<file path="src/rtl/core/sqh_pkg.sv">
// Shared constants for the square-to-quad homography block.
// No dependencies; imported by every module under rtl/core.
`default_nettype none

package sqh_pkg;

	// default geometry of the fixed-point words
	localparam int DEF_WORD_BITS = 32;
	localparam int DEF_FRAC_BITS = 16;

	// digit width of the pipelined multipliers, one digit per stage
	localparam int MUL_DIG = 16;

endpackage

`default_nettype wire

</file>
<file path="src/rtl/core/sqh_mul.sv">
// Pipelined signed multiplier: one MUL_DIG-bit digit of b per stage.
// Depends on sqh_pkg (MUL_DIG).
`default_nettype none

module sqh_mul #(
	parameter int A_BITS = 34,
	parameter int B_BITS = 33
) (
	input  wire logic                             clk,
	input  wire logic signed [A_BITS-1:0]         a,
	input  wire logic signed [B_BITS-1:0]         b,
	output logic signed      [A_BITS+B_BITS-1:0]  p
);
	import sqh_pkg::*;

	localparam int ND = (B_BITS + MUL_DIG - 1) / MUL_DIG;
	localparam int PW = A_BITS + B_BITS;
	localparam int LW = B_BITS - (ND - 1) * MUL_DIG;

	logic signed [A_BITS-1:0] a_r   [ND-1];
	logic signed [B_BITS-1:0] b_r   [ND-1];
	logic signed [PW-1:0]     acc_r [ND];

	for (genvar k = 0; k < ND; k++) begin : g_stage
		logic signed [A_BITS-1:0]         a_src;
		logic signed [B_BITS-1:0]         b_src;
		logic signed [PW-1:0]             acc_src;
		logic signed [MUL_DIG:0]          dig;
		logic signed [A_BITS+MUL_DIG:0]   pp;

		if (k == 0) begin : g_first
			assign a_src   = a;
			assign b_src   = b;
			assign acc_src = '0;
		end else begin : g_next
			assign a_src   = a_r[k-1];
			assign b_src   = b_r[k-1];
			assign acc_src = acc_r[k-1];
		end

		// top digit carries the sign, the others are unsigned
		if (k == ND - 1) begin : g_top
			assign dig = (MUL_DIG+1)'($signed(b_src[B_BITS-1 -: LW]));
		end else begin : g_low
			assign dig = {1'b0, b_src[k*MUL_DIG +: MUL_DIG]};
		end

		assign pp = a_src * dig;

		always_ff @(posedge clk) begin
			acc_r[k] <= acc_src + (PW'(pp) <<< (k * MUL_DIG));
		end

		if (k < ND - 1) begin : g_carry
			always_ff @(posedge clk) begin
				a_r[k] <= a_src;
				b_r[k] <= b_src;
			end
		end
	end

	assign p = acc_r[ND-1];

endmodule

`default_nettype wire

</file>
<file path="config.mk">
export PLATFORM = sky130hd
export DESIGN_NAME = sqh_mul
export DESIGN_NICKNAME = d
export VERILOG_FILES = /design/src/rtl/core/sqh_pkg.sv /design/src/rtl/core/sqh_mul.sv
export SDC_FILE = /design/constraint.sdc
export NUM_CORES = 2
export LEC_CHECK = 0
export ABC_AREA = 1
export BUFFER_PORTS_ARGS = -buffer_cell sky130_fd_sc_hd__buf_2
export CORE_MARGIN = 8
export CORE_UTILIZATION = 55
export DETAILED_ROUTE_END_ITERATION = 6
export GPL_ROUTABILITY_DRIVEN = 0
export PLACE_DENSITY = 0.78
export SLEW_MARGIN = 30
export SYNTH_ARGS = -nofsm -noshare
export SYNTH_HDL_FRONTEND = slang
export SYNTH_SLANG_ARGS = --single-unit
</file>
<file path="constraint.sdc">
create_clock -name clk -period 13 [get_ports clk]
set_clock_uncertainty 0.15 [all_clocks]
set_input_delay 0 -clock clk [delete_from_list [all_inputs] [get_ports clk]]
set_output_delay 0 -clock clk [all_outputs]
set_load 0.01 [all_outputs]
</file>
==> results by group <==
Status
  • Status: finished with violations
  • Failing checks: DRC

Timing
  • Final min period: 8.381 ns
  • Final Max Slew Viols: 0
  • Setup TNS: 0 ns
  • Worst slew pin tran: 1.001 ns
  • WHS: 0.03482 ns
  • Period utilization: 64.47%
  • RSZ-0062 raised after global routing: no
  • Max Freq: 0.1193 GHz
  • Setup violators final: 0
  • Final hold violation count: 0
  • Max-slew headroom: 33.19%

Floorplan
  • Total die area: 0.1075 mm²
  • # IOs: 135
  • Core area: 0.09657 mm²
  • Die Y: 327.8 µm
  • Rows: 114
  • DIE WIDTH: 327.8 µm
  • Initial Util: 55.38%

Routing
  • 1st-pass router iterations: 7
  • Residual DRC: 16
  • Met2 WL: 72.33 mm
  • Highest metal used: met5
  • Met3 WL: 18.37 mm
  • Routed Antenna Nets: 0
  • Final WL: 156.5 mm
  • Wire per inst: 18.67 µm
  • Vias per cell: 5.465
  • DRT met1 WL: 56.37 mm
  • Via Count: 45810
  • Initial DRC count: 4582

Synth
  • Synth Warn #: 0
  • Number of enable flip-flop cells after synthesis: 0
  • Synth cell count leaders: 1982 x inv_1, 1804 x nand2_1, 1036 x fa_1
  • Mux cell area share after synthesis: 0%
  • Post-Syn Area: 0.05347 mm²
  • Cell taking the most area after synthesis: fa_1
  • Top-count cell post-synth: inv_1
  • Simple logic cell fraction of the synthesized area: 18.72%
  • Mapped Avg Cell Area: 7.494 µm²
  • Adder-cell share of the synthesized area: 46.58%
  • Post-synthesis xor/xnor area fraction: 2.621%
  • Register area share after synthesis: 10.15%
  • Register bit total from synthesis: 271
  • Post-Synthesis Cells: 7136
  • Count of cell types in the netlist: 39
  • Synthesized Nets: 8573
  • FFs w/ async S/R, synth: 0%
  • Synth Area in Compound Gates: 5.171%
  • Share of the synthesized area in the top cell type: 38.79%
  • Dominant cells by area after synthesis: fa_1 39%, inv_1 14%, nand2_1 13%
  • Main synth FF type: dfxtp_1
  • Largest family of logic cells by synthesized area: adder cells

Worst setup path
  • Crit path kind: register to register
  • Max FO, Critical Path: 34
  • CP max stage cell: dfxtp_2
  • Reg2Reg Depth: 28
  • Crit path required time: 13.36 ns
  • Critical path launch point type: register
  • Crit path capture type: register
  • R2r endpoint: acc_r[0][110]
  • WP data arrival: 8.75 ns
  • Critical R2R Launch: b_r[0][24]
  • Worst R2R Setup Slack: 4.62 ns
  • Cell mode on critical path: nand2_1
  • Slowest cell delay on critical path: 0.90 ns

Clock tree
  • Root Buffer: clkbuf_16
  • H-tree depth: 1
  • Clock-pin slew on the worst setup and hold paths: 0.06 ns
  • Clk sinks: 271
  • CTS Buffer Depth: 3
  • CTS tree: built
  • Total CTS buffers: 30
  • Skew-Pair Late Insertion Delay: 0.65 ns

Flow run
  • MaxCap Viol Count: 0

Global route
  • Total track usage: 29.07%
  • Vias in the first global route: 47700
  • Initial antenna violation count: 12
  • Largest net degree at the start of global routing: 35
  • Global-route wire length before repair: 249.4 mm
  • Grt ovf: 0

Layout
  • Fill cell count: 8564
  • # nets final: 8509
  • Syn-to-layout area delta: 5.227%
  • Layout cells sized above 1: 3.579%

Hold path
  • Hold path start: b[1]
  • Hold Crit Depth: 5
  • Hold Path End: acc_r[0][1]
  • Worst hold path class: primary input to register

Placed design
  • # port buffers: 134
  • Post-DP HPWL: 125.3 mm
-- critical path, delay by kind of cell (launching register included) --
family,cells,cell delay [ns]
adder cells (fa/ha/maj),8,3.74
flip-flops,1,0.90
XOR/XNOR,2,0.93
AND/OR/NAND/NOR,10,1.33
AO/OA/AOI/OAI,2,0.82
buffers and inverters,6,0.33
-- through the flow --
stage | utilization [%] | cell area, µm² | setup slack (ns) | cells
2_1_floorplan | - | 53470 | 6.192 | 7136
3_3_place_gp | 56.43 | 54490 | 5.045 | 8247
3_5_place_dp | 56.43 | 54490 | 5.014 | 8247
4_1_cts | 58.24 | 56240 | 4.969 | 8372
5_1_grt | 58.24 | 56240 | 4.271 | 8372
6_report | 58.27 | 56270 | 4.619 | 8382
-- routing by layer --
layer / vias to the layer above / global-route usage [%]
li1: 20320 / -
met1: 22090 / 36.35
met2: 2790 / 47.66
met3: 599 / 5.922
met4: 4 / 15.07
met5: - / 0
-- sequential cells by signal (all words and copies together) (netlist names) --
name   count
b_r       18
a_r       68
acc_r    185
-- timing repair --
| item | CTS | global route |
|---|---|---|
| gates resized for setup | 0 | 0 |
| hold endpoints to repair | 54 | 0 |
| hold buffers | 69 | 0 |
| setup buffers | 0 | 0 |
-- cell families (layout without fill, tap and decap cells) --
logic type | Yosys count | in the layout
other | 0 | 10
adders and majority gates | 1369 | 1369
DFF | 271 | 271
AOI/OAI and AO/OA | 502 | 502
buffers and inverters | 2317 | 2277
xor gates and xnor gates | 160 | 160
and+or+nand+nor | 2517 | 2517
-- how the worst max path moves through the flow --
stage / startpoint / end / cells after the start
final: b_r[0][24] / acc_r[0][110] / 28
after global routing: b_r[0][24] / acc_r[0][119] / 31
after CTS: b_r[0][24] / acc_r[0][110] / 24
after detailed placement: b_r[0][24] / acc_r[0][110] / 24
after global placement: b_r[0][24] / acc_r[0][110] / 24
after floorplan: a_r[0][7] / acc_r[0][123] / 32
-- cell usage in the layout (no fill, tap or decap), types with 4 or more instances in the layout --
cell type	netlist	final
fa_1	1036	1036
nand3b_1	4	4
inv_8	0	4
clkinv_4	0	5
ha_1	333	333
buf_2	1	134
inv_1	1982	1982
nand4_1	55	55
clkbuf_16	0	30
xor2_1	103	103
dfxtp_1	271	264
nor2_4	6	6
xnor2_1	57	57
a21boi_0	15	15
o21ai_0	148	148
dfxtp_2	0	7
nor2_2	8	8
nand3_1	148	148
nor4_2	4	4
a21oi_1	249	249
nor2_1	419	419
nor4_1	11	11
diode_2	0	10
a31oi_1	8	8
buf_4	67	35
a21o_1	22	22
nand2_1	1804	1804
o21a_1	10	10
nor3_1	50	50
o21bai_1	39	39
dlygate4sd3_1	0	69
-- final cells by class --
| type | instances | area (µm²) | share of cell area, % |
|---|---|---|---|
| clock buffer | 35 | 789.5 | 1.403 |
| sequential | 271 | 5434 | 9.657 |
| inverter | 1983 | 7443 | 13.23 |
| tap | 1276 | 1597 | 2.837 |
| antenna | 10 | 25.02 | 0.04447 |
| clock inverter | 21 | 272.8 | 0.4847 |
| multi-input combinational | 4548 | 39080 | 69.46 |
| timing repair buffer | 238 | 1624 | 2.886 |
Power is not shown: default switching activity piles up to over one toggle a cycle in this logic, so the estimate is an artifact.
